==> src/rtl/core/spike_reject_median_smoother_top_assert.svh <==
// Assertion macros for the spike reject median smoother top level.
`ifndef SPIKE_REJECT_MEDIAN_SMOOTHER_TOP_ASSERT_SVH
`define SPIKE_REJECT_MEDIAN_SMOOTHER_TOP_ASSERT_SVH

// Same-cycle implication, checked out of reset.
`define SRMS_ASSERT_NOW(lbl, ante, cons) \
  lbl: assert property (@(posedge clk) disable iff (!rst_n) (ante) |-> (cons)) \
    else $error("srms assertion failed");

// Next-cycle implication, checked out of reset.
`define SRMS_ASSERT_NEXT(lbl, ante, cons) \
  lbl: assert property (@(posedge clk) disable iff (!rst_n) (ante) |=> (cons)) \
    else $error("srms assertion failed");

`endif

==> src/rtl/core/srms_pkg.sv <==
// Shared types and constants for the spike reject median smoother.
`default_nettype none
package srms_pkg;

  localparam int VAL_W = 15;

  localparam logic [VAL_W-1:0] SPIKE_LIMIT_RST = 15'd500;
  localparam logic [VAL_W-1:0] VAL_MAX         = 15'd32767;
  localparam int               MED_MIN_COUNT   = 3;
  localparam logic [15:0]      ROUND_BIAS      = 16'd5;
  localparam logic [15:0]      RECIP_10        = 16'd52429;
  localparam int               RECIP_SHIFT     = 19;

  typedef logic [VAL_W-1:0] val_t;

  typedef struct packed {
    logic shift;
    logic load;
    logic scan;
  } cell_ctrl_t;

endpackage
`default_nettype wire

==> src/rtl/core/srms_cell.sv <==
// One window cell: holds a stored value and ranks it against a rotating probe.
`default_nettype none
module srms_cell #(
  parameter int CNT_W = 3
) (
  input  wire logic               clk,
  input  wire srms_pkg::cell_ctrl_t ctrl,
  input  wire logic               own_valid,
  input  wire srms_pkg::val_t     shift_in,
  input  wire srms_pkg::val_t     probe_in,
  input  wire logic               probe_vld_in,
  output srms_pkg::val_t          value_o,
  output srms_pkg::val_t          probe_o,
  output logic                    probe_vld_o,
  output logic [CNT_W-1:0]        less_o,
  output logic [CNT_W-1:0]        leq_o
);
  import srms_pkg::*;

  val_t             value_r;
  val_t             probe_r;
  logic             probe_vld_r;
  logic [CNT_W-1:0] less_r;
  logic [CNT_W-1:0] leq_r;

  always_ff @(posedge clk) begin
    if (ctrl.shift) begin
      value_r <= shift_in;
    end
    if (ctrl.load) begin
      probe_r     <= value_r;
      probe_vld_r <= own_valid;
      less_r      <= '0;
      leq_r       <= '0;
    end else if (ctrl.scan) begin
      // count the probe against our value, then pass it on
      if (probe_vld_r) begin
        less_r <= less_r + CNT_W'(probe_r < value_r);
        leq_r  <= leq_r + CNT_W'(probe_r <= value_r);
      end
      probe_r     <= probe_in;
      probe_vld_r <= probe_vld_in;
    end
  end

  assign value_o     = value_r;
  assign probe_o     = probe_r;
  assign probe_vld_o = probe_vld_r;
  assign less_o      = less_r;
  assign leq_o       = leq_r;

endmodule
`default_nettype wire

==> src/rtl/core/srms_round.sv <==
// Rounds a median to the nearest multiple of ten, half up, with saturation.
`default_nettype none
module srms_round (
  input  wire logic           clk,
  input  wire logic           load,
  input  wire srms_pkg::val_t med,
  output srms_pkg::val_t      result
);
  import srms_pkg::*;

  logic [31:0] prod_r;
  logic [12:0] quot;
  logic [16:0] times_ten;

  // divide by ten through the reciprocal, exact for every biased median
  always_ff @(posedge clk) begin
    if (load) begin
      prod_r <= 32'({1'b0, med} + ROUND_BIAS) * 32'(RECIP_10);
    end
  end

  always_comb begin
    quot      = prod_r[31:RECIP_SHIFT];
    times_ten = {1'b0, quot, 3'b000} + {3'b000, quot, 1'b0};
    if (times_ten > {2'b00, VAL_MAX}) begin
      result = VAL_MAX;
    end else begin
      result = times_ten[VAL_W-1:0];
    end
  end

endmodule
`default_nettype wire

==> src/rtl/core/spike_reject_median_smoother_top.sv <==
// Top level of the spike reject median smoother.
// Each request carries one distance estimate. A value of zero or less is
// returned unchanged. A positive value is ranked against the window by a
// ring of WINDOW_LEN cells: the values rotate once around the ring so that
// every cell learns the rank of its own value, and the cell holding the
// upper median supplies it. With three or more stored values the block runs
// this scan twice (spike check, then the smoothed output). The next request
// is taken while a finished result still waits in the output register.
// There is no clearing pass after reset.
`default_nettype none
module spike_reject_median_smoother_top #(
  parameter int WINDOW_LEN = 5
) (
  input  wire logic               clk,
  input  wire logic               rst_n,
  input  wire logic               in_valid,
  output logic                    in_stall,
  input  wire logic signed [15:0] in_raw_distance,
  output logic                    out_valid,
  input  wire logic               out_stall,
  output logic signed [15:0]      out_distance_out,
  output logic                    out_spike_replaced,
  output logic                    out_smoothed_valid,
  input  wire logic               cfg_wr_en,
  input  wire logic [14:0]        cfg_wr_data
);
  import srms_pkg::*;

  localparam int CNT_W = $clog2(WINDOW_LEN + 1);
  localparam logic [CNT_W-1:0] LAST_STEP = CNT_W'(WINDOW_LEN - 1);
  localparam logic [CNT_W-1:0] FULL_CNT  = CNT_W'(WINDOW_LEN);
  localparam logic [CNT_W-1:0] MIN_CNT   = CNT_W'(MED_MIN_COUNT);

  typedef enum logic [3:0] {
    ST_IDLE, ST_LOAD, ST_SCAN, ST_PICK, ST_CHECK, ST_INSERT, ST_MUL, ST_FIN, ST_OUT
  } state_t;

  state_t             state_r;
  logic [CNT_W-1:0]   step_r;
  logic               phase_r;
  logic [CNT_W-1:0]   count_r;
  logic [CNT_W-1:0]   count_nxt;
  val_t               spike_limit_r;
  val_t               raw_r;
  val_t               val_r;
  val_t               med_r;
  logic signed [15:0] res_r;
  logic               spk_r;
  logic               sv_r;
  logic               out_valid_r;
  logic signed [15:0] out_dist_r;
  logic               out_spk_r;
  logic               out_sv_r;

  cell_ctrl_t         ctrl;
  logic               in_accept;
  logic               raw_pos;
  logic               is_spike;
  logic [CNT_W-1:0]   mid_rank;
  val_t               med_sel;
  val_t               rnd_result;

  val_t               cell_val   [WINDOW_LEN];
  val_t               cell_probe [WINDOW_LEN];
  logic               cell_pvld  [WINDOW_LEN];
  logic [CNT_W-1:0]   cell_less  [WINDOW_LEN];
  logic [CNT_W-1:0]   cell_leq   [WINDOW_LEN];
  logic [WINDOW_LEN-1:0] cell_ok;

  assign in_stall  = (state_r != ST_IDLE);
  assign in_accept = in_valid && !in_stall;
  assign raw_pos   = !in_raw_distance[15] && (in_raw_distance != 16'sd0);
  assign count_nxt = (count_r < FULL_CNT) ? count_r + CNT_W'(1) : count_r;
  assign is_spike  = {1'b0, raw_r} > ({1'b0, med_r} + {1'b0, spike_limit_r});
  assign mid_rank  = count_r >> 1;

  always_comb begin
    ctrl       = '0;
    ctrl.shift = (state_r == ST_INSERT);
    ctrl.load  = (state_r == ST_LOAD);
    ctrl.scan  = (state_r == ST_SCAN);
  end

  // ring of cells, newest value in cell 0
  for (genvar i = 0; i < WINDOW_LEN; i++) begin : g_cell
    localparam int PREV = (i == 0) ? WINDOW_LEN - 1 : i - 1;
    assign cell_ok[i] = (CNT_W'(i) < count_r);

    srms_cell #(.CNT_W(CNT_W)) u_cell (
      .clk          (clk),
      .ctrl         (ctrl),
      .own_valid    (cell_ok[i]),
      .shift_in     ((i == 0) ? val_r : cell_val[PREV]),
      .probe_in     (cell_probe[PREV]),
      .probe_vld_in (cell_pvld[PREV]),
      .value_o      (cell_val[i]),
      .probe_o      (cell_probe[i]),
      .probe_vld_o  (cell_pvld[i]),
      .less_o       (cell_less[i]),
      .leq_o        (cell_leq[i])
    );
  end

  // every cell whose rank range covers the middle holds the same value
  always_comb begin
    med_sel = '0;
    for (int i = 0; i < WINDOW_LEN; i++) begin
      if (cell_ok[i] && (cell_less[i] <= mid_rank) && (mid_rank < cell_leq[i])) begin
        med_sel = med_sel | cell_val[i];
      end
    end
  end

  srms_round u_round (
    .clk    (clk),
    .load   (state_r == ST_MUL),
    .med    (med_r),
    .result (rnd_result)
  );

  always_ff @(posedge clk) begin
    if (!rst_n) begin
      state_r       <= ST_IDLE;
      count_r       <= '0;
      spike_limit_r <= SPIKE_LIMIT_RST;
      out_valid_r   <= 1'b0;
      step_r        <= '0;
      phase_r       <= 1'b0;
    end else begin
      if (cfg_wr_en) begin
        spike_limit_r <= cfg_wr_data;
      end
      // drop the taken result unless a new one replaces it this cycle
      if (out_valid_r && !out_stall && (state_r != ST_OUT)) begin
        out_valid_r <= 1'b0;
      end

      unique case (state_r)
        ST_IDLE: begin
          if (in_accept) begin
            raw_r <= in_raw_distance[VAL_W-1:0];
            if (!raw_pos) begin
              res_r   <= in_raw_distance;
              spk_r   <= 1'b0;
              sv_r    <= 1'b0;
              state_r <= ST_OUT;
            end else if (count_r >= MIN_CNT) begin
              phase_r <= 1'b0;
              state_r <= ST_LOAD;
            end else begin
              val_r   <= in_raw_distance[VAL_W-1:0];
              spk_r   <= 1'b0;
              state_r <= ST_INSERT;
            end
          end
        end
        ST_LOAD: begin
          step_r  <= '0;
          state_r <= ST_SCAN;
        end
        ST_SCAN: begin
          step_r <= step_r + CNT_W'(1);
          if (step_r == LAST_STEP) begin
            state_r <= ST_PICK;
          end
        end
        ST_PICK: begin
          med_r   <= med_sel;
          state_r <= phase_r ? ST_MUL : ST_CHECK;
        end
        ST_CHECK: begin
          // replace a spike by the median before it enters the window
          spk_r   <= is_spike;
          val_r   <= is_spike ? med_r : raw_r;
          state_r <= ST_INSERT;
        end
        ST_INSERT: begin
          count_r <= count_nxt;
          if (count_nxt >= MIN_CNT) begin
            phase_r <= 1'b1;
            state_r <= ST_LOAD;
          end else begin
            res_r   <= {1'b0, val_r};
            spk_r   <= 1'b0;
            sv_r    <= 1'b0;
            state_r <= ST_OUT;
          end
        end
        ST_MUL: begin
          state_r <= ST_FIN;
        end
        ST_FIN: begin
          res_r   <= {1'b0, rnd_result};
          sv_r    <= 1'b1;
          state_r <= ST_OUT;
        end
        ST_OUT: begin
          // hold until the output register is free
          if (!out_valid_r || !out_stall) begin
            out_valid_r <= 1'b1;
            out_dist_r  <= res_r;
            out_spk_r   <= spk_r;
            out_sv_r    <= sv_r;
            state_r     <= ST_IDLE;
          end
        end
        default: begin
          state_r <= ST_IDLE;
        end
      endcase
    end
  end

  assign out_valid          = out_valid_r;
  assign out_distance_out   = out_dist_r;
  assign out_spike_replaced = out_spk_r;
  assign out_smoothed_valid = out_sv_r;

`include "spike_reject_median_smoother_top_assert.svh"

  `SRMS_ASSERT_NEXT(a_scan_ends, (state_r == ST_SCAN) && (step_r == LAST_STEP),
                    state_r == ST_PICK)
  `SRMS_ASSERT_NEXT(a_no_estimate_keeps_window, in_accept && !raw_pos,
                    $stable(count_r) && (state_r == ST_OUT))
  `SRMS_ASSERT_NOW(a_spike_needs_median, out_valid_r && out_spk_r, out_sv_r)
  `SRMS_ASSERT_NOW(a_median_needs_three, out_valid_r && out_sv_r, count_r >= MIN_CNT)

endmodule
`default_nettype wire

==> config.mk <==
export PLATFORM = sky130hd
export DESIGN_NAME = spike_reject_median_smoother_top
export DESIGN_NICKNAME = d
export VERILOG_FILES = /design/src/rtl/core/srms_pkg.sv /design/src/rtl/core/srms_cell.sv /design/src/rtl/core/srms_round.sv /design/src/rtl/core/spike_reject_median_smoother_top.sv
export VERILOG_INCLUDE_DIRS = /design/src /design/src/rtl/core
export SDC_FILE = /design/constraint.sdc
export NUM_CORES = 1
export LEC_CHECK = 0
export ABC_AREA = 0
export BUFFER_PORTS_ARGS = -buffer_cell sky130_fd_sc_hd__buf_2
export CAP_MARGIN = 10
export CORE_ASPECT_RATIO = 0.9
export CORE_MARGIN = 4
export CORE_UTILIZATION = 60
export CTS_CLUSTER_SIZE = 24
export DETAILED_ROUTE_END_ITERATION = 12
export PLACE_DENSITY_LB_ADDON = 0.05
export SKIP_LAST_GASP = 1
export SLEW_MARGIN = 30
export SYNTH_ARGS = -nofsm -noshare
export SYNTH_HDL_FRONTEND = slang
export SYNTH_HIERARCHICAL = 1
export SYNTH_SLANG_ARGS = --single-unit
==> constraint.sdc <==
create_clock -name clk -period 9.8 [get_ports clk]
set_input_delay 1.96 -clock clk [delete_from_list [all_inputs] [get_ports clk]]
set_output_delay 1.96 -clock clk [all_outputs]
set_load 0.02 [all_outputs]
* After elaboration in Yosys (flattened, before gate mapping) *
Index checks and enable logic that the tools add are counted.

word-level totals
  output and inout port bits = 20
  input bits = 36
  register bits after elaboration = 325
  word-level logic and storage cells = 212

cells by class
  equality and inequality tests = 20
  add/subtract/negate cells = 15
  $mul = 1
  bitwise gates (word level) = 4
  order comparisons = 30
  multiplexer cells = 61
  reduce and logical (&&, ||, !) cells = 40

operator list
  operator                  count
  $mux W15                  20
  $le A15 B15 Y1            5
  $lt A15 B15 Y1            5
  $or A15 B15 Y15           4
  $mux W16                  3
  $pmux W16 S3              1
  $pmux W4 S9               1
  $mul A32 B16 Y32 const B  1
  $add A3 B1 Y3             10
  $pmux W15 S2              1
  $mux W1                   23
  $mux W4                   5
  $reduce_and A5 Y1         4
  $add A16 B14 Y17          1
  $gt A17 B15 Y1 const B    1
  $add A15 B15 Y16          1
  $add A15 B3 Y16 const B   1
  $eq A4 B3 Y1 const B      4
  $gt A15 B16 Y1            1
  $reduce_bool A16 Y1       1
  $le A3 B2 Y1              5
  $lt A2 B3 Y1              5
  $logic_and A1 B1 Y1       14
  $ne A2 B2 Y1 const B      7
  26 further kinds          47

* Depth between registers and ports, before layout *
  depth after elaboration = 12
  depth in mapped cells = 26
  gate-level depth less buffers = 25

* Hierarchy *
Netlist, hierarchy kept.

modules (own cells, without submodules)
  module                            area each (sq um)  seq. area each (sq um)  times used  cells an instance
  srms_cell                         1,784.2            1,051.0                 5           134
  spike_reject_median_smoother_top  6,095.8            2,972.9                 1           584
  srms_round                        5,893.2            390.4                   1           637

* Least setup slack after synthesis *
No wires, ideal clock.

  kind = reg-to-reg
  start point = register med_r[1]
  end point = register u_round.prod_r[30] (data pin)
  library setup time = 0.266 ns
  setup slack = 3.294 ns
  buffers on the path = 0
  required time = 9.534 ns
  stages on the path, launching flop included = 21
  clock period less this slack = 6.506 ns
  arrival = 6.240 ns
  cell sequence = edfxtp_1 a21oi_1 nor2_1 nand4_1 nor4_1 ha_1 ha_1 fa_1 fa_1 fa_1 inv_1 fa_1 inv_1 ha_1 a211oi_1 o221ai_1 nor2_1 o21ai_2 a41oi_4 o221ai_1 xor2_1

between the ends
  word-level cells in the longest chain between the ends = 2

RTL lines
  element                 RTL line                                 text
  start, declared         spike_reject_median_smoother_top.sv:46   val_t med_r;
  start signal, assigned  spike_reject_median_smoother_top.sv:168  med_r <= med_sel;
  $add A15 B3 Y16         srms_round.sv:18                         prod_r <= 32'({1'b0, med} + ROUND_BIAS) * 32'(RECIP_10);
  $mul A32 B16 Y32        srms_round.sv:18
  end signal, assigned    srms_round.sv:18
  end, declared           srms_round.sv:11                         logic [31:0] prod_r;

No other way between the ends.
A chain may end at the register's enable or synchronous reset.

* Worst setup path in the final report *
  start point = register med_r[0]
  end point = register u_round.prod_r[26] (data pin)

The elaborated chain is that of the path after synthesis.

==> flow_summary.yaml <==
outcome:
  status: "finished, final reports clean"
clock_tree:
  htreeDepth: 2
  cts_buffer_depth: 3
  clk_transition_reported_paths_ns: 0.06
  hold_buffers: 0
  cts_buffers: 35
  cts_resized: 0
  clock-root-buffer: "clkbuf_16"
  postCtsSetupBuffers: 0
  clock_latency_ns: 0.54
  clock-sinks: 306
  cts_tree: "yes"
timing:
  fin_ws_ns: 2.68
  slew_headroom_pct: 31.7
  clock.fmax_mhz: 140
  finalSetupViolations: 0
  whs_ns: 0.419
  min_period_ns: 7.12
  rsz0062_at_grt: "false"
  slew_viol_final: 0
  worst_pin_slew_ns: 1.02
  final_hold_viol_count: 0
  finClkSkew_ns: 0.0175
  finalCritPeriodShare_pct: 72.6
  finalSetupTns_ns: 0
global_route:
  overflow: 0
  antenna_found_initial: 0
  use_met2_pct: 44.7
  grt_use_total_pct: 27.2
  grt_most_used_layer: "met2"
  grt_first_pass_wirelength_um: 80100
  use_met3_pct: 4.31
  use_met1_pct: 37.7
  grt_pass1_vias: 14445
  grt_max_degree: 79
final_layout:
  drive_gt1_share_pct: 12.6
  fin_nets: 2353
  fin_util_pct: 67.2
  syn2layout_area_growth_pct: 9.87
  fillers: 2672
power:
  powerDensity_nw_per_um2: 231
  ir_worst_vdd_uv: 261
  p_total_mw: 5.31
  p_leak_nw: 10.1
synth:
  ys_seq_elements: 306
  synth_edf_count: 249
  ys.flop_type: "edfxtp_1"
  synthCells: 1891
  ys_async_sr_fraction_pct: 0
  yosysWarnings: 6
  avgSynthCellArea_um2: 11.1
  yosys.cell_types.count: 68
  synth.most_common_cell: "ha_1"
  syn-num-nets: 2289
  yosysTopAreaCellShare_pct: 35.8
  synth-seq-area-share_pct: 41.2
  synth_top_area_cell: "edfxtp_1"
  syn_area_um2: 20900
  ys_top_cells_by_count: "283 x ha_1, 267 x inv_1, 249 x edfxtp_1"
  ys_top_cells_by_area: "edfxtp_1 36%, ha_1 17%, fa_1 7.6%"
setup_path:
  r2r-start: "med_r[0]"
  reg2regPathDepth: 21
  critical_path.endpoint: "u_round/prod_r[26]"
  setup.worst_path.class: "reg2reg"
  crit_arrival_ns: 7.39
  rrSetupSlack_ns: 2.68
  crit_path_end_kind: "flip-flop"
  startpoint: "med_r[0]"
  cp-start-kind: "flip-flop"
  critPathMaxFanout: 9
  timing.rr.end: "u_round/prod_r[26]"
  required_ns: 10.07
floorplan:
  core_um2: 34200
  rows: 64
  die-width_um: 205
  start_util_pct: 61.2
  num_io_pins: 56
  die-area_um2: 37900
  die_h_um: 185
placement:
  portBuffers: 55
  hpwlAfterDp_um: 39400
  place.gp.congestion: 0.952
  post-place-ws_ns: 2.72
hold_path:
  hold_class: "reg2reg"
route:
  vias: 14257
  first_iter_violations: 1022
  drtPass1Iterations: 6
  wl_um: 50900
  viasPerCell: 5.83
  drcViolationCount: 0
  drtAntennaViolNets: 0
  routedWlPerCell_um: 20.8
job:
  cap_violations: 0
[routing by layer]
metal / routed length [µm] / vias up / share of wire, %
met5: 0 / - / 0
met4: 1530 / 0 / 3.0
met3: 2820 / 94 / 5.5
met2: 23800 / 395 / 47
met1: 22700 / 6921 / 45
li1: - / 6847 / -
[layout make-up]
| cell class | instances | area [µm²] | area share (%) |
|---|---|---|---|
| repair buffers | 69 | 384 | 1.67 |
| well taps | 462 | 578 | 2.52 |
| flip-flops and latches | 306 | 8620 | 37.5 |
| clock inverters | 25 | 343 | 1.49 |
| inverters | 268 | 1010 | 4.39 |
| clock buffers | 39 | 891 | 3.88 |
| diodes | 1 | 2.50 | 0.0109 |
| multi-input cells | 1275 | 11100 | 48.5 |
[worst min path at each step]
stage	from	end	slack, ns	cells past startpoint
4_1_cts	res_r[5]	out_distance_out[5]	0.42	0
2_1_floorplan	res_r[0]	out_distance_out[0]	0.40	0
3_3_place_gp	res_r[8]	out_distance_out[8]	0.40	0
3_5_place_dp	res_r[5]	out_distance_out[5]	0.40	0
6_report	sv_r	out_smoothed_valid	0.42	0
5_1_grt	res_r[5]	out_distance_out[5]	0.42	0
[report_power, final]
part / switching [mW] / leakage (nW) / internal, mW
combinational: 1.14 / 6.72 / 0.778
sequential: 0.201 / 2.74 / 1.79
clock: 0.558 / 0.598 / 0.850
[state kept, by name (all words and copies together) (netlist names), 3 cells and up, named ones only]
name / cells
out_distance_out: 16
spike_limit_r: 15
g_cell.u_cell/probe_vld_o: 5
g_cell.u_cell/less_o: 15
state_r: 4
g_cell.u_cell/leq_o: 15
val_r: 15
raw_r: 15
u_round/prod_r: 13
med_r: 15
res_r: 16
g_cell.u_cell/value_o: 75
step_r: 3
g_cell.u_cell/probe_o: 75
[metrics by stage]
step	cells	instance area (µm²)
2_1_floorplan	1891	20900
3_3_place_gp	2380	21700
3_5_place_dp	2380	21700
4_1_cts	2444	23000
5_1_grt	2444	23000
6_report	2445	23000
[worst max-delay path, stage by stage (launching register included)]
cell      delay, ns
edfxtp_1       0.47
a21oi_1        0.18
nor2_1         0.28
nand4_1        0.20
or2_2          0.33
xnor2_1        0.58
ha_1           0.40
inv_1          0.16
fa_1           0.43
inv_1          0.09
fa_1           0.44
fa_1           0.54
fa_1           0.52
fa_1           0.49
ha_1           0.39
o21ai_0        0.11
o221ai_1       0.33
nor2_1         0.10
o21ai_2        0.22
a41oi_4        0.11
o31ai_1        0.36
xor2_1         0.11
[kinds of logic after synthesis]
logic type | after synthesis | synth area share, %
flip-flops | 306 | 41.2
AO/OA/AOI/OAI | 312 | 9.65
adder cells (fa/ha/maj) | 362 | 24.5
XOR/XNOR | 73 | 3.17
buffers and inverters | 310 | 5.74
AND/OR/NAND/NOR | 399 | 9.08
multiplexers | 129 | 6.65
[cells in the final DEF (no fill, tap or decap), drive strengths merged, types with 3 or more instances in the layout]
master  synthesis  layout
a21boi          8       8
o31ai           4       4
o21a           10      10
a41oi           5       5
o41ai           5       5
bufinv          0       7
edfxtp        249     249
dfxtp          57      57
or4             3       3
nor3           15      15
a22oi          31      31
clkinv          1      15
o21ai          53      53
nor4           18      18
xor2           32      32
or2             7       7
inv           267     269
nor2           87      87
nand4          28      28
and2            5       5
nand3          70      70
nand2b         12      12
and3            5       5
mux2i          49      49
xnor2          41      41
clkbuf         28      39
ha            283     283
a211o           5       5
a21oi         133     133
nand3b          7       7
a31oi           4       4
a21o           28      28
a211oi          7       7
fa             79      79
o21bai          3       3
mux2           80      80
buf            14      69
nand2         126     126
nor2b           9       9
Note: power is estimated with default switching activity, not from simulation.
